--- src/design/cau_pkg.sv ---
// Types, constants and the saturation function of the complex arithmetic unit.
package cau_pkg;

  localparam int CW = 16;
  localparam int PW = 2 * CW;

  typedef enum logic [1:0] {
    OP_ADD = 2'd0,
    OP_SUB = 2'd1,
    OP_MUL = 2'd2,
    OP_DIV = 2'd3
  } cau_op_e;

  typedef struct packed {
    cau_op_e              operation;
    logic signed [CW-1:0] a_real;
    logic signed [CW-1:0] a_imag;
    logic signed [CW-1:0] b_real;
    logic signed [CW-1:0] b_imag;
  } cau_in_t;

  typedef struct packed {
    logic signed [CW-1:0] result_real;
    logic signed [CW-1:0] result_imag;
    logic                 overflow;
    logic                 divide_by_zero;
  } cau_out_t;

  // Registered partial products and add/subtract sums.
  typedef struct packed {
    cau_op_e              op;
    logic signed [PW-1:0] ac;
    logic signed [PW-1:0] bd;
    logic signed [PW-1:0] ad;
    logic signed [PW-1:0] bc;
    logic signed [PW-1:0] cc;
    logic signed [PW-1:0] dd;
    logic signed [CW:0]   sum_re;
    logic signed [CW:0]   sum_im;
  } cau_prod_t;

  // One component of a divide in flight through the restoring divider.
  typedef struct packed {
    logic          neg;
    logic          big;
    logic [PW-1:0] rem;
    logic [CW-1:0] low;
    logic [CW-1:0] quo;
  } cau_lane_t;

  typedef struct packed {
    logic          is_div;
    cau_out_t      res;
    logic [PW-1:0] den;
    cau_lane_t     re;
    cau_lane_t     im;
  } cau_div_t;

  typedef struct packed {
    logic signed [CW-1:0] val;
    logic                 ovf;
  } cau_sat_t;

  localparam logic signed [PW:0] SAT_MAX = (PW+1)'((1 << (CW - 1)) - 1);
  localparam logic signed [PW:0] SAT_MIN = ~SAT_MAX;

  function automatic cau_sat_t cau_sat(input logic signed [PW:0] v);
    cau_sat_t r;
    if (v > SAT_MAX) begin
      r.val = SAT_MAX[CW-1:0];
      r.ovf = 1'b1;
    end else if (v < SAT_MIN) begin
      r.val = SAT_MIN[CW-1:0];
      r.ovf = 1'b1;
    end else begin
      r.val = v[CW-1:0];
      r.ovf = 1'b0;
    end
    return r;
  endfunction

endpackage

--- src/design/cau_mult.sv ---
// First pipeline stage: the six component products and the add/subtract sums.
module cau_mult import cau_pkg::*; (
  input  logic      clk_i,
  input  logic      rst_ni,
  input  logic      en_i,
  input  logic      valid_i,
  input  cau_in_t   data_i,
  output logic      valid_o,
  output cau_prod_t data_o
);

  logic      valid_q;
  cau_prod_t data_d, data_q;

  always_comb begin
    data_d.op = data_i.operation;
    data_d.ac = data_i.a_real * data_i.b_real;
    data_d.bd = data_i.a_imag * data_i.b_imag;
    data_d.ad = data_i.a_real * data_i.b_imag;
    data_d.bc = data_i.a_imag * data_i.b_real;
    data_d.cc = data_i.b_real * data_i.b_real;
    data_d.dd = data_i.b_imag * data_i.b_imag;
    if (data_i.operation == OP_SUB) begin
      data_d.sum_re = data_i.a_real - data_i.b_real;
      data_d.sum_im = data_i.a_imag - data_i.b_imag;
    end else begin
      data_d.sum_re = data_i.a_real + data_i.b_real;
      data_d.sum_im = data_i.a_imag + data_i.b_imag;
    end
  end

  always_ff @(posedge clk_i or negedge rst_ni) begin
    if (!rst_ni) begin
      valid_q <= 1'b0;
    end else if (en_i) begin
      valid_q <= valid_i;
    end
  end

  always_ff @(posedge clk_i) begin
    if (en_i) begin
      data_q <= data_d;
    end
  end

  assign valid_o = valid_q;
  assign data_o  = data_q;

endmodule

--- config.mk ---
export PLATFORM = sky130hd
export DESIGN_NAME = cau_mult
export DESIGN_NICKNAME = d
export VERILOG_FILES = /design/src/design/cau_pkg.sv /design/src/design/cau_mult.sv
export SDC_FILE = /design/constraint.sdc
export NUM_CORES = 2
export LEC_CHECK = 0
export BUFFER_PORTS_ARGS = -buffer_cell sky130_fd_sc_hd__buf_2
export CORE_AREA = 4 4 348 435
export CTS_CLUSTER_DIAMETER = 200
export DETAILED_ROUTE_END_ITERATION = 7
export DIE_AREA = 0 0 352 439
export PLACE_DENSITY = 0.67
export SLEW_MARGIN = 20
export SYNTH_ARGS = -nofsm -noshare
export SYNTH_HDL_FRONTEND = slang
export SYNTH_SLANG_ARGS = --single-unit
export TNS_END_PERCENT = 30
--- constraint.sdc ---
create_clock -name clk_i -period 1.79 [get_ports clk_i]
set_input_delay 0.4475 -clock clk_i [delete_from_list [all_inputs] [get_ports clk_i]]
set_output_delay 0.4475 -clock clk_i [all_outputs]
set_load 0.01 [all_outputs]
==> flow_summary_export.csv <==
group,metric,value,unit
sta,period_share,316,%
sta,worstMarginPinSlew,0.580,ns
cts,cts.clk_slew.worst_paths,0.07,ns
synth,syn_avg_cell_area,9.62,um^2
cts,clk_latency,0.65,ns
final_layout,regArea,0.00681,mm^2
synth,ys_seq_area_share,10.3,%
cts,cts_made_buffers,28,
run,cap_violations,0,
sta,slew_viol_final,0,
drt,routed_wire_length_per_instance,19.0,um
final_layout,final_nets,10375,
sta,max-slew-margin-rel,61.1,%
final_layout,drive_above_1_share,28.3,%
drt,wl,193000,um
floorplanning,ios,299,
grt,global_route.overflow_total,0,
grt,first_global_vias,58066,
synth,synth_largest_type_area_fraction,46.1,%
synth,synth.area.top_cells,"sky130_fd_sc_hd__fa_1 (46%), sky130_fd_sc_hd__ha_1 (10%), sky130_fd_sc_hd__edfxtp_1 (10%), sky130_fd_sc_hd__inv_1 (10%), sky130_fd_sc_hd__and2_1 (5.1%)",
grt,grt_pass1_wl,309000,um
floorplanning,floorplan.die.width,352,um
cts,tritoncts_clock_tree,"built",
synth,netlist_instances,6840,
drt,routed-via-count,51450,
drt,final_routed_drc_violation_total,0,
critical_path,critPathTopFamily,"adder cells",
final_layout,layout.filler_cells,12174,
final_layout,layout-area-overhead-vs-synth,30.1,%
critical_path,path_max_fanout,6,
final_layout,final_cell_count_no_fill,10182,
placement,final_estimated_routing_congestion_in_global_placement,0.903,
critical_path,crit_top_cell,"sky130_fd_sc_hd__fa_1",
drt,drt_iter0_drc,2867,
synth,mappedNetlistArea,0.0658,mm^2
cts,cts-htree-levels,1,
grt,number_of_antenna_violations_at_the_first_check_in_global_routing,25,
sta,report.final.setup_viol,213,
synth,ys_dominant_reg_cell,"sky130_fd_sc_hd__edfxtp_1",
floorplanning,design.die.area,0.155,mm^2
synth,netlist_cell_types,80,
sta,final_worst_setup_slack,-3.86,ns
critical_path,cp_slowest_stage_delay,0.56,ns
critical_path,cp_slowest_cell,"sky130_fd_sc_hd__fa_2",
final_layout,multi_input_area,0.0545,mm^2
sta,final_period_minus_worst_setup_slack,5.65,ns
floorplanning,coreArea,0.147,mm^2
synth,synth-seq-cells,227,
synth,yosysWarningCount,0,
cts,clock-root-buffer,"sky130_fd_sc_hd__clkbuf_16",
run_status,violations,"setup timing",
synth,synth_top_area_cell,"sky130_fd_sc_hd__fa_1",
final_layout,final_cell_mix,"sky130_fd_sc_hd__inv_1 (1715), sky130_fd_sc_hd__fa_1 (1424), sky130_fd_sc_hd__buf_4 (1134), sky130_fd_sc_hd__nand2_1 (628), sky130_fd_sc_hd__and2_1 (486)",
sta,fin_tns_setup,-558.84,ns
floorplanning,fp.dieH,439,um
placement,hpwlAfterDp,157000,um
critical_path,worst-setup-path-type,"input port to register",
drt,detail_route.first_pass.iterations,5,
sta,clock-skew-final,0,ns
placement,post-place-cells,9934,
critical_path,critPathLaunchType,"input port",
sta,unrepaired_setup_endpoints_after_global_routing,"yes",
grt,grt_start_max_net_pins,54,
critical_path,cp.buffers_inverters,8,
final_layout,mostFrequentLayoutCell,"sky130_fd_sc_hd__inv_1",
synth,synth-edff-count,226,
placement,place.port_buffers,296,
critical_path,cp-end-kind,"register",
cts,clock_sink_count,227,
run_status,status,"complete, but fails checks",
floorplanning,initial_core_util,44.9,%
drt,route.antenna.remaining_nets,0,
synth,synth_async_sr_flop_share,0.441,%
critical_path,crit_arrival,6.07,ns
grt,globalRouteTotalUtil,25.5,%
cts,worst_case_clock_buffer_depth,3,
floorplanning,row_count,157,
worst_hold_path,hold_path.class,"input port to register",
placement,dpl_worst_slack,-4.82,ns
sta,finalHoldViolCount,0,
drt,number_of_vias_per_cell,5.05,
sta,clock.fmax,0.177,GHz
critical_path,timing.critical_path.required,2.21,ns
## cell type report
type | count | area share (%)
multi-input combinational | 4527 | 63.6
timing repair buffer | 1654 | 16.6
sequential | 227 | 7.96
inverter | 1802 | 7.92
tap | 1908 | 2.79
clock buffer | 34 | 0.869
clock inverter | 18 | 0.222
antenna | 12 | 0.0351
## worst paths after layout
check / from / end / slack, ns / depth (start not counted)
max: data_i[40] / data_o[128]$_DFFE_PP_ / -3.86 / 25
min: data_i[65] / data_o[227]$_DFFE_PP_ / 0.08 / 2
max reg2reg: valid_o$_DFFE_PN0P_ / valid_o$_DFFE_PN0P_ / 1.06 / 1
min reg2reg: valid_o$_DFFE_PN0P_ / valid_o$_DFFE_PN0P_ / 0.50 / 1
max in group asynchronous: rst_ni / valid_o$_DFFE_PN0P_ / 1.60 / 2
min in group asynchronous: rst_ni / valid_o$_DFFE_PN0P_ / 0.11 / 2
## logic make-up after synthesis
family                     Yosys count  synth area share [%]
DFF                                227                  10.3
adders and majority gates         2065                  56.5
buffers and inverters             2087                  11.9
xor gates and xnor gates           288                  3.83
muxes                                8                 0.125
other                                1               0.00570
AOI/OAI and AO/OA                  531                  5.28
and+or+nand+nor                   1633                  12.0
## state kept, by name, indices dropped and copies added (netlist names)
signal   cells
data_o     226
valid_o      1
## stage by stage
stage | utilization (%) | area [um^2] | hold slack, ns
floorplan | - | 67900 | 0.152
global placement | 54.0 | 79300 | 0.221
detailed placement | 54.0 | 79300 | 0.224
CTS | 57.5 | 84300 | 0.0321
global route | 58.3 | 85600 | 0.0632
finish | 58.3 | 85600 | 0.0850
## cell usage after synthesis, types with 3 or more instances
cell / count
sky130_fd_sc_hd__inv_1: 1790
sky130_fd_sc_hd__fa_1: 1516
sky130_fd_sc_hd__nand2_1: 681
sky130_fd_sc_hd__ha_1: 549
sky130_fd_sc_hd__and2_1: 536
sky130_fd_sc_hd__clkbuf_1: 255
sky130_fd_sc_hd__nor2_1: 239
sky130_fd_sc_hd__xnor2_1: 236
sky130_fd_sc_hd__edfxtp_1: 226
sky130_fd_sc_hd__a21oi_1: 173
sky130_fd_sc_hd__a21o_1: 70
sky130_fd_sc_hd__o21ai_0: 63
sky130_fd_sc_hd__xor2_1: 52
sky130_fd_sc_hd__o21bai_1: 36
sky130_fd_sc_hd__nand2b_1: 33
sky130_fd_sc_hd__nor3_1: 33
sky130_fd_sc_hd__nand3_1: 30
sky130_fd_sc_hd__buf_1: 28
sky130_fd_sc_hd__o21a_1: 28
sky130_fd_sc_hd__a211oi_1: 23
sky130_fd_sc_hd__nor2b_1: 19
sky130_fd_sc_hd__o21ai_1: 19
sky130_fd_sc_hd__and3_1: 18
sky130_fd_sc_hd__a31oi_1: 15
sky130_fd_sc_hd__a31o_2: 12
sky130_fd_sc_hd__o31ai_1: 11
sky130_fd_sc_hd__a211o_1: 10
sky130_fd_sc_hd__clkinv_1: 9
sky130_fd_sc_hd__o211ai_1: 9
sky130_fd_sc_hd__a2111oi_0: 7
sky130_fd_sc_hd__nor4_1: 7
sky130_fd_sc_hd__or2_2: 7
sky130_fd_sc_hd__or3_1: 7
sky130_fd_sc_hd__mux2i_1: 6
sky130_fd_sc_hd__nand4_1: 6
sky130_fd_sc_hd__and4_1: 5
sky130_fd_sc_hd__a41oi_1: 4
sky130_fd_sc_hd__o41ai_1: 4
sky130_fd_sc_hd__a311oi_1: 3
sky130_fd_sc_hd__inv_2: 3
sky130_fd_sc_hd__o211a_1: 3
sky130_fd_sc_hd__o22ai_1: 3
sky130_fd_sc_hd__o311a_1: 3
sky130_fd_sc_hd__or4_1: 3
## layer usage
layer | GRT usage (%) | part of all wire [%]
met5 | 0 | 0.020
met4 | 10.8 | 5.1
met3 | 4.29 | 6.4
met2 | 45.1 | 50
met1 | 30.7 | 38
## repair_timing
item | in CTS | in global routing
hold buffers | 3 | 0
endpoints found under the setup margin | 215 | 215
hold endpoints to repair | 3 | 0
pin swaps | 268 | 202
cloned | 22 | 2
gates resized for setup | 643 | 223
setup buffers | 128 | 66
Power is left out: the tool's default activity adds up to more than one toggle a clock period on the data nets, which glitch-free logic cannot reach.
