### config.mk
export PLATFORM = sky130hd
export DESIGN_NAME = cau_div_step
export DESIGN_NICKNAME = d
export VERILOG_FILES = /design/src/design/cau_pkg.sv /design/src/design/cau_div_step.sv
export SDC_FILE = /design/constraint.sdc
export NUM_CORES = 1
export LEC_CHECK = 0
export ABC_AREA = 0
export BUFFER_PORTS_ARGS = -buffer_cell sky130_fd_sc_hd__buf_2
export CAP_MARGIN = 15
export CORE_MARGIN = 2
export CORE_UTILIZATION = 29
export DETAILED_ROUTE_END_ITERATION = 10
export PLACE_DENSITY = 0.59
export SLEW_MARGIN = 20
export SYNTH_ARGS = -nofsm -noshare
export SYNTH_HDL_FRONTEND = slang
export SYNTH_SLANG_ARGS = --single-unit
### constraint.sdc
create_clock -name clk_i -period 1.7 [get_ports clk_i]
set_clock_uncertainty 0.05 [all_clocks]
set_input_delay 0.17 -clock clk_i [delete_from_list [all_inputs] [get_ports clk_i]]
set_output_delay 0.17 -clock clk_i [all_outputs]
set_load 0.01 [all_outputs]
### src/design/cau_pkg.sv
// Types, constants and the saturation function of the complex arithmetic unit.
package cau_pkg;

  localparam int CW = 16;
  localparam int PW = 2 * CW;

  typedef enum logic [1:0] {
    OP_ADD = 2'd0,
    OP_SUB = 2'd1,
    OP_MUL = 2'd2,
    OP_DIV = 2'd3
  } cau_op_e;

  typedef struct packed {
    cau_op_e              operation;
    logic signed [CW-1:0] a_real;
    logic signed [CW-1:0] a_imag;
    logic signed [CW-1:0] b_real;
    logic signed [CW-1:0] b_imag;
  } cau_in_t;

  typedef struct packed {
    logic signed [CW-1:0] result_real;
    logic signed [CW-1:0] result_imag;
    logic                 overflow;
    logic                 divide_by_zero;
  } cau_out_t;

  // Registered partial products and add/subtract sums.
  typedef struct packed {
    cau_op_e              op;
    logic signed [PW-1:0] ac;
    logic signed [PW-1:0] bd;
    logic signed [PW-1:0] ad;
    logic signed [PW-1:0] bc;
    logic signed [PW-1:0] cc;
    logic signed [PW-1:0] dd;
    logic signed [CW:0]   sum_re;
    logic signed [CW:0]   sum_im;
  } cau_prod_t;

  // One component of a divide in flight through the restoring divider.
  typedef struct packed {
    logic          neg;
    logic          big;
    logic [PW-1:0] rem;
    logic [CW-1:0] low;
    logic [CW-1:0] quo;
  } cau_lane_t;

  typedef struct packed {
    logic          is_div;
    cau_out_t      res;
    logic [PW-1:0] den;
    cau_lane_t     re;
    cau_lane_t     im;
  } cau_div_t;

  typedef struct packed {
    logic signed [CW-1:0] val;
    logic                 ovf;
  } cau_sat_t;

  localparam logic signed [PW:0] SAT_MAX = (PW+1)'((1 << (CW - 1)) - 1);
  localparam logic signed [PW:0] SAT_MIN = ~SAT_MAX;

  function automatic cau_sat_t cau_sat(input logic signed [PW:0] v);
    cau_sat_t r;
    if (v > SAT_MAX) begin
      r.val = SAT_MAX[CW-1:0];
      r.ovf = 1'b1;
    end else if (v < SAT_MIN) begin
      r.val = SAT_MIN[CW-1:0];
      r.ovf = 1'b1;
    end else begin
      r.val = v[CW-1:0];
      r.ovf = 1'b0;
    end
    return r;
  endfunction

endpackage

### src/design/cau_div_step.sv
// One restoring-division stage: one quotient bit for each component.
module cau_div_step import cau_pkg::*; (
  input  logic     clk_i,
  input  logic     rst_ni,
  input  logic     en_i,
  input  logic     valid_i,
  input  cau_div_t data_i,
  output logic     valid_o,
  output cau_div_t data_o
);

  logic     valid_q;
  cau_div_t data_d, data_q;

  function automatic cau_lane_t lane_step(input cau_lane_t l, input logic [PW-1:0] dv);
    logic [PW:0] r2;
    logic [PW:0] diff;
    cau_lane_t   n;
    n     = l;
    r2    = {l.rem, l.low[CW-1]};
    diff  = r2 - {1'b0, dv};
    n.low = {l.low[CW-2:0], 1'b0};
    if (r2 >= {1'b0, dv}) begin
      n.rem = diff[PW-1:0];
      n.quo = {l.quo[CW-2:0], 1'b1};
    end else begin
      n.rem = r2[PW-1:0];
      n.quo = {l.quo[CW-2:0], 1'b0};
    end
    return n;
  endfunction

  always_comb begin
    data_d    = data_i;
    data_d.re = lane_step(data_i.re, data_i.den);
    data_d.im = lane_step(data_i.im, data_i.den);
  end

  always_ff @(posedge clk_i or negedge rst_ni) begin
    if (!rst_ni) begin
      valid_q <= 1'b0;
    end else if (en_i) begin
      valid_q <= valid_i;
    end
  end

  always_ff @(posedge clk_i) begin
    if (en_i) begin
      data_q <= data_d;
    end
  end

  assign valid_o = valid_q;
  assign data_o  = data_q;

endmodule

==> impl_metrics.prom <==
# TYPE chip_impl_metric gauge
chip_impl_metric{name="ys_warn_count",unit=""} 0
chip_impl_metric{name="synth.cell_area",unit="mm2"} 0.0107
chip_impl_metric{name="placeable_core_region",unit="mm2"} 0.0364
chip_impl_info{name="failing_checks",value="negative setup slack"} 1
chip_impl_info{name="yosys-top-cells-area",value="edfxtp_1 55%, ha_1 7.5%, a21oi_1 3.7%, nand2_1 2.7%, o21ai_0 2.7%"} 1
chip_impl_metric{name="reg2reg_depth",unit=""} 1
chip_impl_info{name="critical_path.startpoint",value="data_i[143]"} 1
chip_impl_metric{name="cts-buffers-inserted",unit=""} 17
chip_impl_metric{name="avgViaCountPerCell",unit=""} 4.86
chip_impl_metric{name="die_h",unit="um"} 196
chip_impl_metric{name="timing.max_cap.violations",unit=""} 0
chip_impl_metric{name="design.die.area",unit="mm2"} 0.0384
chip_impl_metric{name="std_cell_rows",unit=""} 70
chip_impl_metric{name="synth_top_cell_area_share",unit="%"} 55.4
chip_impl_metric{name="grt_first_pass_wirelength",unit="um"} 66800
chip_impl_metric{name="initial_core_utilization",unit="%"} 29.3
chip_impl_metric{name="hpwl",unit="um"} 32200
chip_impl_metric{name="synth.lib_cells_used.distinct",unit=""} 74
chip_impl_info{name="rsz0062_at_grt",value="true"} 1
chip_impl_metric{name="clock_slew_at_the_register_clock_pins_of_the_worst_setup_and_hold_paths",unit="ns"} 0.08
chip_impl_metric{name="syn-mean-instance-area",unit="um2"} 11.3
chip_impl_info{name="timing.setup.critical_path_class",value="input port to flop"} 1
chip_impl_metric{name="power_per_cell_area",unit="mW/mm2"} 797
chip_impl_metric{name="slew-limit-headroom",unit="%"} 66.7
chip_impl_metric{name="totalWireLength",unit="um"} 45500
chip_impl_metric{name="clkLatencyLatePin",unit="ns"} 0.45
chip_impl_metric{name="share_of_synthesized_registers_carrying_an_async_set_or_reset",unit="%"} 0.505
chip_impl_info{name="tritoncts",value="yes"} 1
chip_impl_info{name="run_status",value="finished, violations left"} 1
chip_impl_metric{name="dr_total_vias",unit=""} 11132
chip_impl_metric{name="globalRouteTotalUtil",unit="%"} 23.1
chip_impl_info{name="clock-root-buffer",value="clkbuf_16"} 1
chip_impl_metric{name="area_growth_syn_to_layout",unit="%"} 83.8
chip_impl_info{name="crit-reg2reg-launch",value="valid_o"} 1
chip_impl_metric{name="pin_count_of_the_biggest_net_entering_global_routing",unit=""} 47
chip_impl_metric{name="drive_above_1_share",unit="%"} 54.3
chip_impl_metric{name="detailedRoute.firstIterationViolations",unit=""} 680
chip_impl_info{name="yosysTopAreaCell",value="edfxtp_1"} 1
chip_impl_metric{name="drt.antenna.violating_nets",unit=""} 0
chip_impl_metric{name="finish.net_count",unit=""} 2076
chip_impl_metric{name="dpl-instance-area",unit="mm2"} 0.0154
chip_impl_info{name="setup_crit_end",value="data_o[59]"} 1
chip_impl_metric{name="timing.critical_path.required",unit="ns"} 1.86
chip_impl_metric{name="portBuffers",unit=""} 398
chip_impl_metric{name="number_of_antenna_violations_at_the_first_check_in_global_routing",unit=""} 3
chip_impl_metric{name="die_width",unit="um"} 196
chip_impl_info{name="hold_path.class",value="input port to flop"} 1
chip_impl_metric{name="final_min_period_over_clock_period",unit="%"} 144
chip_impl_metric{name="route.detailed.wl_per_inst",unit="um"} 19.9
chip_impl_metric{name="hold_violations",unit=""} 0
chip_impl_metric{name="post-place-cells",unit=""} 2046
chip_impl_metric{name="finalInstanceArea",unit="mm2"} 0.0196
chip_impl_metric{name="seq_area_frac_synth",unit="%"} 55.6
chip_impl_info{name="ys_dominant_reg_cell",value="edfxtp_1"} 1
chip_impl_metric{name="syn-instance-count",unit=""} 944
chip_impl_metric{name="worst_ep_arrival_time",unit="ns"} 2.60
chip_impl_info{name="worst_r2r_endpoint",value="valid_o"} 1
chip_impl_metric{name="slew_viol_final",unit=""} 0
chip_impl_metric{name="timing.final.ws_setup",unit="ns"} -0.747
chip_impl_info{name="cp-start-kind",value="input port"} 1
chip_impl_metric{name="gpl.final_weighted_congestion",unit=""} 0.915
chip_impl_metric{name="final_cells",unit=""} 2291
chip_impl_metric{name="clock-sinks",unit=""} 198
chip_impl_metric{name="cp_max_fo",unit=""} 7
chip_impl_metric{name="layout_min_cycle_time",unit="ns"} 2.45
chip_impl_info{name="endpoint_type_of_the_worst_setup_path",value="flop"} 1
chip_impl_metric{name="vdd_ir_drop_max",unit="uV"} 717
chip_impl_metric{name="overall_overflow_remaining_after_global_route",unit=""} 0
chip_impl_metric{name="cts.path.max_buffers",unit=""} 2
chip_impl_metric{name="ioPinCount",unit=""} 403
chip_impl_metric{name="power.static_leakage",unit="nW"} 8.65
chip_impl_metric{name="timing.fmax",unit="MHz"} 409
chip_impl_metric{name="remaining_drc_errors",unit=""} 0
chip_impl_metric{name="cts_max_level",unit=""} 4
chip_impl_metric{name="worstMarginPinSlew",unit="ns"} 0.494
chip_impl_metric{name="synth_edf_count",unit=""} 197
chip_impl_metric{name="number_of_global_route_vias_before_repair",unit=""} 11586
chip_impl_metric{name="synth_seq_cells",unit=""} 198
chip_impl_metric{name="reg2reg_setup_slack",unit="ns"} 0.91
chip_impl_metric{name="placement.setup.worst_slack",unit="ns"} -1.43
chip_impl_metric{name="worst_hold_path.num_cells",unit=""} 3
chip_impl_metric{name="dr.pass1.iters",unit=""} 5
chip_impl_metric{name="finalSetupViolations",unit=""} 66
==> how the worst min path moves through the flow <==
| stage | startpoint | endpoint | slack, ns |
|---|---|---|---|
| floorplan | rst_ni | valid_o | -0.18 |
| global placement | rst_ni | valid_o | -0.11 |
| detailed placement | rst_ni | valid_o | -0.10 |
| CTS | data_i[119] | data_o[120] | 0.002 |
| global route | data_i[118] | data_o[119] | 0.005 |
| finish | data_i[119] | data_o[120] | 0.01 |
==> timing repair <==
| action | 4_1_cts | 5_1_grt |
|---|---|---|
| resized for setup | 255 | 91 |
| pin swaps | 65 | 46 |
| setup endpoints to repair | 66 | 66 |
| endpoints found under the hold margin | 150 | 0 |
| setup buffers | 38 | 14 |
| hold buffers | 151 | 0 |
| gates cloned | 13 | 1 |
==> power breakdown <==
group	switching, W	internal [W]
combinational	0.00266	0.00271
clock	0.00215	0.00197
sequential	0.000161	0.00599
total	0.00498	0.0107
==> cells in the final DEF (no fill, tap or decap), drive strengths merged, types with 27 or more instances in the layout <==
master / instances
buf: 729
edfxtp: 197
dlygate4sd3: 151
a21oi: 81
nand2: 77
nor2: 70
ha: 64
inv: 64
o21ai: 58
a21o: 30
nand3: 27
==> stage by stage <==
stage	setup TNS (ns)	util [%]	hold slack [ns]	total power [W]
2_1_floorplan	-51.96	-	-0.176	0.00813
3_3_place_gp	-82.22	42.4	-0.106	0.0103
3_5_place_dp	-85.31	42.4	-0.105	0.0103
4_1_cts	-35.80	52.8	0.00174	0.0156
5_1_grt	-48.15	53.9	0.00472	0.0163
6_report	-44.50	53.9	0.0107	0.0157
==> cell type report <==
cell class                 instances  area [um2]
clock buffer                      17         425
multi-input combinational        651        5660
timing repair inverter             2        18.8
antenna                            3        7.51
tap                              468         586
timing repair buffer             882        6560
clock inverter                    15         155
sequential                       198        5940
inverter                          55         277
fill                            3148       16800
==> Yosys cell counts (all sizes together), types with 3 or more instances <==
| cell type | number |
|---|---|
| and3 | 10 |
| nand4 | 15 |
| buf | 18 |
| a21oi | 81 |
| o21ai | 58 |
| and4 | 5 |
| o211a | 4 |
| nand2 | 77 |
| o41ai | 5 |
| edfxtp | 197 |
| o21ba | 4 |
| nor2 | 70 |
| nor2b | 11 |
| a21o | 30 |
| a211oi | 11 |
| o211ai | 6 |
| inv | 55 |
| xor2 | 22 |
| nand3 | 27 |
| o22ai | 3 |
| or3 | 3 |
| nor4 | 8 |
| nor4b | 4 |
| nor3 | 14 |
| ha | 64 |
| o21a | 6 |
| and2 | 4 |
| nand2b | 9 |
| o31ai | 6 |
| o21bai | 16 |
| xnor2 | 23 |
| a31oi | 8 |
| clkbuf | 23 |
| or2 | 4 |
| a211o | 3 |
==> layer usage <==
layer / track usage (%) / vias to the layer above / wire length (um)
met1: 26.4 / 5355 / 18000
met2: 41.1 / 415 / 23100
li1: - / 5265 / -
met4: 11.7 / 0 / 1890
met3: 4.61 / 97 / 2500
met5: 0 / - / 0
==> cell families after synthesis <==
group                      share of synthesized area [%]
xor gates and xnor gates                            3.69
and+or+nand+nor                                     12.2
DFF                                                 55.6
other                                             0.0351
muxes                                              0.398
adders and majority gates                           7.87
buffers and inverters                               3.82
AOI/OAI and AO/OA                                   16.4
==> critical path, cell delays in order <==
cell	delay, ns
buf_8	0.10
inv_4	0.06
ha_4	0.20
and3_4	0.20
a221oi_4	0.31
or3b_4	0.42
nor3_4	0.23
nor4_4	0.09
a21oi_4	0.28
inv_4	0.10
buf_12	0.14
mux2_4	0.29
==> flip-flops by register name, indices dropped and copies added, names as in the netlist <==
register  count
data_o      197
valid_o       1
Note: power is estimated with default switching activity, not from simulation.
