==> config.mk <==
export PLATFORM = sky130hd
export DESIGN_NAME = cau_combine
export DESIGN_NICKNAME = d
export VERILOG_FILES = /design/src/design/cau_pkg.sv /design/src/design/cau_combine.sv
export SDC_FILE = /design/constraint.sdc
export NUM_CORES = 1
export LEC_CHECK = 0
export BUFFER_PORTS_ARGS = -buffer_cell sky130_fd_sc_hd__buf_2
export CELL_PAD_IN_SITES_DETAIL_PLACEMENT = 0
export CELL_PAD_IN_SITES_GLOBAL_PLACEMENT = 1
export CORE_UTILIZATION = 46
export DETAILED_ROUTE_END_ITERATION = 8
export GPL_TIMING_DRIVEN = 0
export PLACE_DENSITY = 0.93
export SLEW_MARGIN = 25
export SYNTH_ARGS = -nofsm -noshare
export SYNTH_HDL_FRONTEND = slang
export SYNTH_SLANG_ARGS = --single-unit
export TNS_END_PERCENT = 20
==> constraint.sdc <==
create_clock -name clk_i -period 3.7 [get_ports clk_i]
set_input_delay 0.37 -clock clk_i [delete_from_list [all_inputs] [get_ports clk_i]]
set_output_delay 0.37 -clock clk_i [all_outputs]
set_load 0.01 [all_outputs]
==> src/design/cau_pkg.sv <==
// Types, constants and the saturation function of the complex arithmetic unit.
package cau_pkg;

  localparam int CW = 16;
  localparam int PW = 2 * CW;

  typedef enum logic [1:0] {
    OP_ADD = 2'd0,
    OP_SUB = 2'd1,
    OP_MUL = 2'd2,
    OP_DIV = 2'd3
  } cau_op_e;

  typedef struct packed {
    cau_op_e              operation;
    logic signed [CW-1:0] a_real;
    logic signed [CW-1:0] a_imag;
    logic signed [CW-1:0] b_real;
    logic signed [CW-1:0] b_imag;
  } cau_in_t;

  typedef struct packed {
    logic signed [CW-1:0] result_real;
    logic signed [CW-1:0] result_imag;
    logic                 overflow;
    logic                 divide_by_zero;
  } cau_out_t;

  // Registered partial products and add/subtract sums.
  typedef struct packed {
    cau_op_e              op;
    logic signed [PW-1:0] ac;
    logic signed [PW-1:0] bd;
    logic signed [PW-1:0] ad;
    logic signed [PW-1:0] bc;
    logic signed [PW-1:0] cc;
    logic signed [PW-1:0] dd;
    logic signed [CW:0]   sum_re;
    logic signed [CW:0]   sum_im;
  } cau_prod_t;

  // One component of a divide in flight through the restoring divider.
  typedef struct packed {
    logic          neg;
    logic          big;
    logic [PW-1:0] rem;
    logic [CW-1:0] low;
    logic [CW-1:0] quo;
  } cau_lane_t;

  typedef struct packed {
    logic          is_div;
    cau_out_t      res;
    logic [PW-1:0] den;
    cau_lane_t     re;
    cau_lane_t     im;
  } cau_div_t;

  typedef struct packed {
    logic signed [CW-1:0] val;
    logic                 ovf;
  } cau_sat_t;

  localparam logic signed [PW:0] SAT_MAX = (PW+1)'((1 << (CW - 1)) - 1);
  localparam logic signed [PW:0] SAT_MIN = ~SAT_MAX;

  function automatic cau_sat_t cau_sat(input logic signed [PW:0] v);
    cau_sat_t r;
    if (v > SAT_MAX) begin
      r.val = SAT_MAX[CW-1:0];
      r.ovf = 1'b1;
    end else if (v < SAT_MIN) begin
      r.val = SAT_MIN[CW-1:0];
      r.ovf = 1'b1;
    end else begin
      r.val = v[CW-1:0];
      r.ovf = 1'b0;
    end
    return r;
  endfunction

endpackage

==> src/design/cau_combine.sv <==
// Stages two and three: product sums, non-divide results, divider setup.
module cau_combine import cau_pkg::*; #(
  parameter int FRACTION_BITS = 8
) (
  input  logic       clk_i,
  input  logic       rst_ni,
  input  logic [1:0] en_i,
  input  logic       valid_i,
  input  cau_prod_t  data_i,
  output logic [1:0] valid_o,
  output cau_div_t   data_o
);

  typedef struct packed {
    logic          is_div;
    cau_out_t      res;
    logic [PW-1:0] den;
    logic          nr_neg;
    logic [PW-1:0] nr_mag;
    logic          ni_neg;
    logic [PW-1:0] ni_mag;
  } mid_t;

  logic [1:0]        valid_q;
  mid_t              mid_d, mid_q;
  cau_div_t          div_d, div_q;
  logic signed [PW:0] pr, pi, nr, ni, nr_n, ni_n, rr, ri;
  logic [PW-1:0]     den;
  cau_sat_t          s_re, s_im;

  // The numerator is scaled by the fraction bits; its upper part is the
  // starting remainder, and a quotient that needs more than CW bits saturates.
  function automatic cau_lane_t lane_init(input logic neg, input logic [PW-1:0] mag,
                                          input logic [PW-1:0] dv);
    logic [PW+FRACTION_BITS-1:0] x;
    logic [PW-1:0]               rem0;
    cau_lane_t                   l;
    x      = (PW+FRACTION_BITS)'(mag) << FRACTION_BITS;
    rem0   = PW'(x[PW+FRACTION_BITS-1:CW]);
    l.neg  = neg;
    l.big  = (rem0 >= dv);
    l.rem  = rem0;
    l.low  = x[CW-1:0];
    l.quo  = '0;
    return l;
  endfunction

  always_comb begin
    pr   = {data_i.ac[PW-1], data_i.ac} - {data_i.bd[PW-1], data_i.bd};
    pi   = {data_i.ad[PW-1], data_i.ad} + {data_i.bc[PW-1], data_i.bc};
    nr   = {data_i.ac[PW-1], data_i.ac} + {data_i.bd[PW-1], data_i.bd};
    ni   = {data_i.bc[PW-1], data_i.bc} - {data_i.ad[PW-1], data_i.ad};
    nr_n = -nr;
    ni_n = -ni;
    den  = data_i.cc[PW-1:0] + data_i.dd[PW-1:0];
    unique case (data_i.op)
      OP_ADD, OP_SUB: begin
        rr = {{(PW-CW){data_i.sum_re[CW]}}, data_i.sum_re};
        ri = {{(PW-CW){data_i.sum_im[CW]}}, data_i.sum_im};
      end
      OP_MUL: begin
        // Arithmetic shift gives the floor of the scaled product.
        rr = pr >>> FRACTION_BITS;
        ri = pi >>> FRACTION_BITS;
      end
      default: begin
        rr = '0;
        ri = '0;
      end
    endcase
    s_re = cau_sat(rr);
    s_im = cau_sat(ri);

    mid_d.is_div             = (data_i.op == OP_DIV);
    mid_d.res.result_real    = s_re.val;
    mid_d.res.result_imag    = s_im.val;
    mid_d.res.overflow       = s_re.ovf | s_im.ovf;
    mid_d.res.divide_by_zero = (data_i.op == OP_DIV) && (den == '0);
    mid_d.den                = den;
    mid_d.nr_neg             = nr[PW];
    mid_d.nr_mag             = nr[PW] ? nr_n[PW-1:0] : nr[PW-1:0];
    mid_d.ni_neg             = ni[PW];
    mid_d.ni_mag             = ni[PW] ? ni_n[PW-1:0] : ni[PW-1:0];
  end

  always_comb begin
    div_d.is_div = mid_q.is_div;
    div_d.res    = mid_q.res;
    div_d.den    = mid_q.den;
    div_d.re     = lane_init(mid_q.nr_neg, mid_q.nr_mag, mid_q.den);
    div_d.im     = lane_init(mid_q.ni_neg, mid_q.ni_mag, mid_q.den);
  end

  always_ff @(posedge clk_i or negedge rst_ni) begin
    if (!rst_ni) begin
      valid_q <= '0;
    end else begin
      if (en_i[0]) begin
        valid_q[0] <= valid_i;
      end
      if (en_i[1]) begin
        valid_q[1] <= valid_q[0];
      end
    end
  end

  always_ff @(posedge clk_i) begin
    if (en_i[0]) begin
      mid_q <= mid_d;
    end
    if (en_i[1]) begin
      div_q <= div_d;
    end
  end

  assign valid_o = valid_q;
  assign data_o  = div_q;

endmodule

==> impl_summary.txt, run 1 <==
----------------------------------------------------
[Outcome]
  Outcome ... complete, no violations

[Power and ir drop]
  Max IR drop VDD ... ~400 uV
  Total design power ... between 10 and 15 mW
  Flop pwr share ... between 40% and 50%
  Cell internal pwr ... between 6 and 7 mW
  Net Sw Frac ... 34.66%
  Switching component of the power ... 3.711 mW
  Leakage power ... approximately 11 nW
  Logic pwr share ... between 30% and 40%
  Relative contribution of the clock network to total power ... 24.8%
  Pwr/cell area ... 413.8 mW/mm^2

[Drt]
  Average detailed-routed wire length per instance ... about 21 um
  Per-cell via count in the routed design ... 5.713
  Detailed Route Iter0 Violations ... approximately 1400
  Total wire length after detailed routing ... roughly 68 mm
  Drt first pass iters ... 6
  DRC violation count after routing ... 0
  Remaining antenna violation count ... 0
  Detailed-route via count ... 18680

[Clock tree]
  Number of CTS-inserted buffers ... 28
  # clock sinks ... 270
  Clock-pin slew reported for the worst setup and hold paths after clock tree synthesis ... around 0.060 ns
  Clock H-tree levels ... 1
  Buffer type at the clock tree root ... sky130_fd_sc_hd__clkbuf_16
  Max Buffers Root-to-Sink ... 3
  TritonCTS clock tree ... built
  Source-to-sink clock delay at the later pin of the worst-skew pair ... 0.58 ns

[Logic synthesis]
  Total of flip-flops plus latches after synthesis ... 270
  Cell count after synthesis ... approximately 2200
  Post-synth EDFFs ... roughly 270
  Cell variety after synth ... 90
  Async SR Flop Fraction ... 0.7407%
  Synth Cell Area ... approximately 0.021 mm^2
  Synthesis Warnings ... 0
  Share of synthesized area occupied by flip-flops and latches ... 38.55%
  Synth Flop Type ... sky130_fd_sc_hd__edfxtp_1
  Mean area per synthesized cell ... between 9 and 10 um^2

[Global route]
  Wire length of the first global-routing pass ... around 100 mm
  Via count of the first global-routing pass ... about 18000
  Total global routing track utilization ... ~28%
  Number of antenna violations at the first check in global routing ... 0
  Maximum number of pins on one net before global-route repair ... 99
  GRT Residual Overflow ... 0

[Floorplanning]
  Number of cell rows ... a little under 80
  Vertical die dimension ... about 220 um
  Die outline width ... 215.7 um
  Core Area ... approximately 0.045 mm^2
  Ports ... ~430
  Initial Utilization ... roughly 47%
  Die Area ... between 0.04 and 0.05 mm^2

[Layout]
  Net count reported at finish ... 3100
  Inserted Diodes ... 0
  Commonest cells after routing, fill and taps aside ... 364 x sky130_fd_sc_hd__buf_2, 268 x sky130_fd_sc_hd__edfxtp_1, 195 x sky130_fd_sc_hd__ha_1
  Layout cell share with drive strength beyond 1 ... between 20% and 30%
  FF+latch area ... slightly above 0.008 mm^2
  Final cell count without fillers ... 3269
  Most common cell after layout, fill and taps aside ... sky130_fd_sc_hd__buf_2
  Area growth from synthesis to layout ... 23.16%
  Area of the multi-input gates ... 0.01255 mm^2
  Filler cell count ... ~3900

[Setup path]
  Data arrival time of the critical path ... 3.98 ns
  Critical path start-end classification ... primary input to flop
  Startpoint type of the worst setup path ... primary input
  Nature of the critical path endpoint ... flop
  CP Max Fanout ... 6
  CP required ... around 4.0 ns

[Timing]
  Fin crit share ... between 90% and 100%
  Final-report hold violation count ... 0
  Clock period minus final worst setup slack ... 3.675 ns
  Unrepaired setup endpoints after global routing ... true
  Relative slew slack ... between 30% and 40%
  F_max ... roughly 270 MHz
  Worst slew pin tran ... roughly 0.94 ns
  Setup skew after layout ... approximately 0.024 ns
  Number of endpoints failing setup at the final stage ... 0
  Number of max-slew violations in the final report ... 0

[Min path]
  Hold Crit Class ... primary input to flop

[Placed design]
  Number of port buffers ... 369
  HPWL after DPL ... around 55 mm
  Routability Congestion ... ~0.94
  Number of cells after detailed placement ... between 3000 and 4000

[Job]
  Number of maximum-capacitance constraint violations ... 0

----------------------------------------------------
[path summary, 6_finish.rpt]
kind	slack [ns]	depth (start not counted)	from	to
setup / recovery	0.02	14	data_i[140]	div_d[55]
hold / removal	0.04	2	valid_i	valid_o[0]
setup reg to reg	0.85	12	div_d[132]	data_o[64]
hold reg to reg	0.42	0	div_d[180]	data_o[180]
max in group asynchronous	3.50	2	rst_ni	valid_o[0]
min in group asynchronous	0.10	2	rst_ni	valid_o[1]
[metal layers]
metal,track usage (%),part of all wire [%]
met1,35.33,42
met4,9.693,3.8
met3,3.665,5.8
met5,0,0
met2,48.63,49
[state kept, by name, summed over array words and instances (netlist names)]
register,flops
div_d,133
valid_o,2
data_o,135
[area by class of cell]
cell class	count	share of cell area, %
Multi-Input combinational cell	1645	48.50
Sequential cell	270	31.30
Timing Repair Buffer	395	8.231
Buffer	132	3.032
Clock buffer	40	2.998
Tap cell	592	2.863
Inverter	183	2.699
Clock inverter	12	0.3772
[worst max-delay path: stages]
cell,delay [ns]
sky130_fd_sc_hd__buf_8,0.10
sky130_fd_sc_hd__inv_4,0.05
sky130_fd_sc_hd__ha_4,0.21
sky130_fd_sc_hd__a21o_4,0.24
sky130_fd_sc_hd__a31o_1,0.21
sky130_fd_sc_hd__or4_1,0.51
sky130_fd_sc_hd__o211a_1,0.27
sky130_fd_sc_hd__a211oi_4,0.27
sky130_fd_sc_hd__nor4b_4,0.29
sky130_fd_sc_hd__nand4b_1,0.18
sky130_fd_sc_hd__or4_4,0.47
sky130_fd_sc_hd__or3b_4,0.43
sky130_fd_sc_hd__o41ai_4,0.23
sky130_fd_sc_hd__xnor2_1,0.14
[kinds of logic after synthesis]
| kind of cell | Yosys count | synth area share [%] |
|---|---|---|
| compound gates | 648 | 20.70 |
| xor+xnor | 173 | 7.213 |
| fa+ha+maj | 212 | 12.73 |
| buf+inv | 323 | 6.957 |
| flops | 270 | 38.55 |
| mux | 8 | 0.4050 |
| other cells | 1 | 0.01785 |
| simple gates | 540 | 13.43 |
[Yosys cell counts (28+ instances only)]
library cell               instances  area share [%]
sky130_fd_sc_hd__a31oi_1          30            0.89
sky130_fd_sc_hd__a211oi_1         28             1.0
sky130_fd_sc_hd__clkbuf_1         68             1.2
sky130_fd_sc_hd__edfxtp_1        268              38
sky130_fd_sc_hd__a21oi_1         163             3.9
sky130_fd_sc_hd__inv_1           180             3.2
sky130_fd_sc_hd__nor2b_1          35             1.0
sky130_fd_sc_hd__nand3_1          46             1.1
sky130_fd_sc_hd__nand2b_1         30            0.89
sky130_fd_sc_hd__buf_4            64             2.3
sky130_fd_sc_hd__o21ai_0         107             2.5
sky130_fd_sc_hd__nor3_1           41            0.98
sky130_fd_sc_hd__a22oi_1          31             1.1
sky130_fd_sc_hd__xor2_1           40             1.7
sky130_fd_sc_hd__nand2_1          96             1.7
sky130_fd_sc_hd__ha_1            209              12
sky130_fd_sc_hd__xnor2_1         133             5.5
sky130_fd_sc_hd__a21o_1           68             2.4
sky130_fd_sc_hd__nor4_1           29            0.86
sky130_fd_sc_hd__nor2_1          130             2.3
[timing repair]
item / CTS / global route
gates resized for setup: 88 / 126
endpoints found under the hold margin: 2 / 0
setup endpoints to repair: 94 / 73
hold buffers: 1 / 0
pin swaps: 8 / 29
buffers inserted: 6 / 16
[stage by stage]
stage	TNS [ns]	setup slack (ns)	cell area (um^2)	util, %	hold slack, ns
2_1_floorplan	-1.509	-0.2150	21300	-	0.07441
6_report	0	0.02482	25870	58.00	0.04142
3_3_place_gp	-123.11	-2.153	23880	53.54	0.1543
4_1_cts	-0.2041	-0.09754	25220	56.55	0.03215
5_1_grt	-1.530	-0.1207	25870	58.00	0.04969
3_5_place_dp	-110.33	-1.643	23970	53.74	0.1587
[power groups by stage]
stage | Combinational, mW | Clock (mW) | Sequential, mW
floorplan | 2.19 | 0 | 4.31
global placement | 3.37 | 0 | 4.34
global route | 4.10 | 2.81 | 4.32
finish | 3.76 | 2.66 | 4.29
detailed placement | 3.46 | 0 | 4.35
CTS | 3.57 | 2.70 | 4.29
Power figures use the tool's default switching activity.
==> inputs of run 2 (changes only) <==
--- a/config.mk
+++ b/config.mk
@@ -6,12 +6,14 @@
 export NUM_CORES = 1
 export LEC_CHECK = 0
 export BUFFER_PORTS_ARGS = -buffer_cell sky130_fd_sc_hd__buf_2
+export CAP_MARGIN = 20
 export CELL_PAD_IN_SITES_DETAIL_PLACEMENT = 0
 export CELL_PAD_IN_SITES_GLOBAL_PLACEMENT = 1
-export CORE_UTILIZATION = 46
+export CORE_UTILIZATION = 47
+export CTS_BUF_LIST = sky130_fd_sc_hd__clkbuf_4 sky130_fd_sc_hd__clkbuf_8
 export DETAILED_ROUTE_END_ITERATION = 8
 export GPL_TIMING_DRIVEN = 0
-export PLACE_DENSITY = 0.93
+export PLACE_DENSITY = 0.94
 export SLEW_MARGIN = 25
 export SYNTH_ARGS = -nofsm -noshare
 export SYNTH_HDL_FRONTEND = slang
==> impl_summary.txt, run 2 (synthesis results as in run 1) <==
----------------------------------------------------
[Global route]
  Maximum number of pins on one net before global-route repair ... 98 (-1.0%)
  GRT Residual Overflow ... 0 (unchanged)
  Total global routing track utilization ... 28.68% (+0.79 points)
  Wire length of the first global-routing pass ... 99.50 mm (-1.8%)
  Via count of the first global-routing pass ... 18060 (-0.57%)
  Number of antenna violations at the first check in global routing ... 0 (unchanged)

[Timing]
  Number of endpoints failing setup at the final stage ... 1 (+1)
  Total Negative Setup Slacks ... -0.06354 ns (-0.06354 ns)
  Relative slew slack ... 34.42% (-2.4 points)
  Setup slack after layout ... -0.06354 ns (-0.08836 ns)
  F_max ... 265.7 MHz (-2.3%)
  Number of max-slew violations in the final report ... 0 (unchanged)
  Worst slew pin tran ... 0.9589 ns (+0.01921 ns)
  Clock period minus final worst setup slack ... 3.764 ns (+0.08836 ns)
  Fin crit share ... 101.7% (+2.4 points)
  Setup skew after layout ... 0.01806 ns (-0.006188 ns)
  Final-report hold violation count ... 0 (unchanged)
  Unrepaired setup endpoints after global routing ... true

[Power and ir drop]
  Net Sw Frac ... 35.17% (+0.51 points)
  Cell internal pwr ... 6.825 mW (-2.4%)
  Flop pwr share ... 40.6% (+0.6 points)
  Pwr/cell area ... 411.5 mW/mm^2 (-0.57%)
  Logic pwr share ... 35.1% (about the same)
  Leakage power ... 11.11 nW (-0.11%)
  Switching component of the power ... 3.703 mW (-0.22%)
  Relative contribution of the clock network to total power ... 24.2% (-0.6 points)
  Max IR drop VDD ... 292.5 uV (-26%)

[Placed design]
  HPWL after DPL ... 54.45 mm (-1.6%)
  Number of port buffers ... 369 (unchanged)
  Number of cells after detailed placement ... 3202 (unchanged)
  Routability Congestion ... 0.9322 (-0.58%)
  Setup slack at placement ... -1.736 ns (-0.09277 ns)

[Drt]
  Per-cell via count in the routed design ... 5.673 (-0.71%)
  Detailed-route via count ... 18660 (-0.11%)
  Drt first pass iters ... 5 (-1)
  Remaining antenna violation count ... 0 (unchanged)
  DRC violation count after routing ... 0 (unchanged)
  Average detailed-routed wire length per instance ... 20.52 um (-1.3%)
  Total wire length after detailed routing ... 67.49 mm (-0.74%)
  Detailed Route Iter0 Violations ... 1256 (-13%)

[Clock tree]
  Buffer type at the clock tree root ... sky130_fd_sc_hd__clkbuf_8
  Clock-pin slew reported for the worst setup and hold paths after clock tree synthesis ... 0.06 ns (about the same)
  # clock sinks ... 270 (unchanged)
  TritonCTS clock tree ... built
  Source-to-sink clock delay at the later pin of the worst-skew pair ... 0.61 ns (+0.03 ns)
  Clock H-tree levels ... 2 (+1)
  Max Buffers Root-to-Sink ... 3 (unchanged)
  Number of CTS-inserted buffers ... 44 (+57%)

[Floorplanning]
  Initial Utilization ... 47.61% (+0.51 points)
  Die Area ... 0.04554 mm^2 (-2.1%)
  Ports ... 434 (unchanged)
  Die outline width ... 213.4 um (-1.1%)
  Vertical die dimension ... 213.4 um (-1.1%)
  Number of cell rows ... 77 (unchanged)
  Core Area ... 0.04412 mm^2 (-1.1%)

[Layout]
  Largest register FFs ... 135 (unchanged)
  Filler cell count ... 3915 (+0.41%)
  Area of the multi-input gates ... 0.01235 mm^2 (-1.5%)
  Final cell count without fillers ... 3289 (+0.61%)
  Area growth from synthesis to layout ... 21.80%
  Layout cell share with drive strength beyond 1 ... 24.96% (-0.14 points)
  Commonest cells after routing, fill and taps aside ... 370 x sky130_fd_sc_hd__buf_2, 268 x sky130_fd_sc_hd__edfxtp_1, 204 x sky130_fd_sc_hd__ha_1
  Net count reported at finish ... 3109 (+0.29%)
  FF+latch area ... 0.008098 mm^2 (unchanged)
  Most common cell after layout, fill and taps aside ... sky130_fd_sc_hd__buf_2

[Outcome]
  Outcome ... finished, violations left
  Violated checks ... setup timing

[Setup path]
  Critical path start-end classification ... primary input to flop
  CP required ... 4.03 ns (+0.03 ns)
  CP delay by family, top ... simple AND/OR/NAND/NOR gates
  Critical path's slowest cell ... sky130_fd_sc_hd__or4_1
  CP Max Fanout ... 8 (+2)
  Data arrival time of the critical path ... 4.09 ns (+0.11 ns)
  Startpoint type of the worst setup path ... primary input
  Nature of the critical path endpoint ... flop
  Slowest stage delay, CP ... 0.51 ns (about the same)
  CP Cell Sequence ... buf_4 > inv_6 > ha_4 > buf_6 > a21o_1 > a31o_1 > or4_1 > o211a_1 > a211oi_4 > nor4b_4 > nand4b_1 > or4_4 > or3b_4 > o41ai_4 > xnor2_2
  Number of buffer and inverter stages on the critical path ... 3 (+1)

[Min path]
  Hold Crit Class ... primary input to async pin

[Job]
  Number of maximum-capacitance constraint violations ... 0 (unchanged)

----------------------------------------------------
run 2: timing repair:
action / CTS / global route
endpoints found under the setup margin: 94 / 74
hold endpoints to repair: 3 / 0
hold buffers: 2 / 0
gates resized for setup: 75 / 89
pin swaps: 8 / 12
buffers inserted: 6 / 9
run 2: power groups by stage:
| stage | registers [mW] | logic, mW | clock network [mW] |
|---|---|---|---|
| after floorplan | 4.31 | 2.19 | 0 |
| final | 4.28 | 3.70 | 2.55 |
| after detailed placement | 4.33 | 3.46 | 0 |
| after CTS | 4.28 | 3.57 | 2.61 |
| after global routing | 4.31 | 4.05 | 2.73 |
| after global placement | 4.33 | 3.37 | 0 |
run 2: metrics by stage:
step	util [%]	hold slack (ns)	cell area, um^2	total power [mW]
detailed placement	54.33	0.1561	23970	7.798
CTS	57.09	0.06850	25190	10.46
finish	57.99	0.09575	25590	10.53
floorplan	-	0.07441	21300	6.495
global placement	54.13	0.1543	23880	7.696
global route	57.98	0.09281	25580	11.10
run 2: cell type report:
class | instances | area share [%]
Clock buffer | 59 | 2.807
Clock inverter | 19 | 0.5281
Timing Repair Buffer | 389 | 8.069
Inverter | 183 | 2.719
Multi-Input combinational cell | 1645 | 48.29
Sequential cell | 270 | 31.65
Buffer | 131 | 3.037
Tap cell | 592 | 2.895
Antenna cell | 1 | 0.009780
run 2: worst paths after layout:
check	startpoint	to	slack, ns	cells past startpoint
hold / removal	rst_ni	valid_o[1]	0.1	2
setup / recovery	data_i[142]	div_d[55]	-0.06	15
hold reg to reg	div_d[27]	data_o[27]	0.41	0
max in group asynchronous	rst_ni	valid_o[0]	3.51	2
min in group clk_i	en_i[1]	data_o[184]	0.18	1
setup reg to reg	div_d[132]	data_o[64]	0.88	12
run 2: per-layer routing:
metal / part of all wire (%) / global-route usage (%) / vias to the layer above / wire length (um)
met2: 49 / 50.75 / 667 / 33340
met1: 41 / 35.32 / 8973 / 27900
li1: - / - / 8906 / -
met5: 0 / 0 / - / 0
met4: 3.4 / 10.20 / 0 / 2277
met3: 5.9 / 4.408 / 111 / 3969
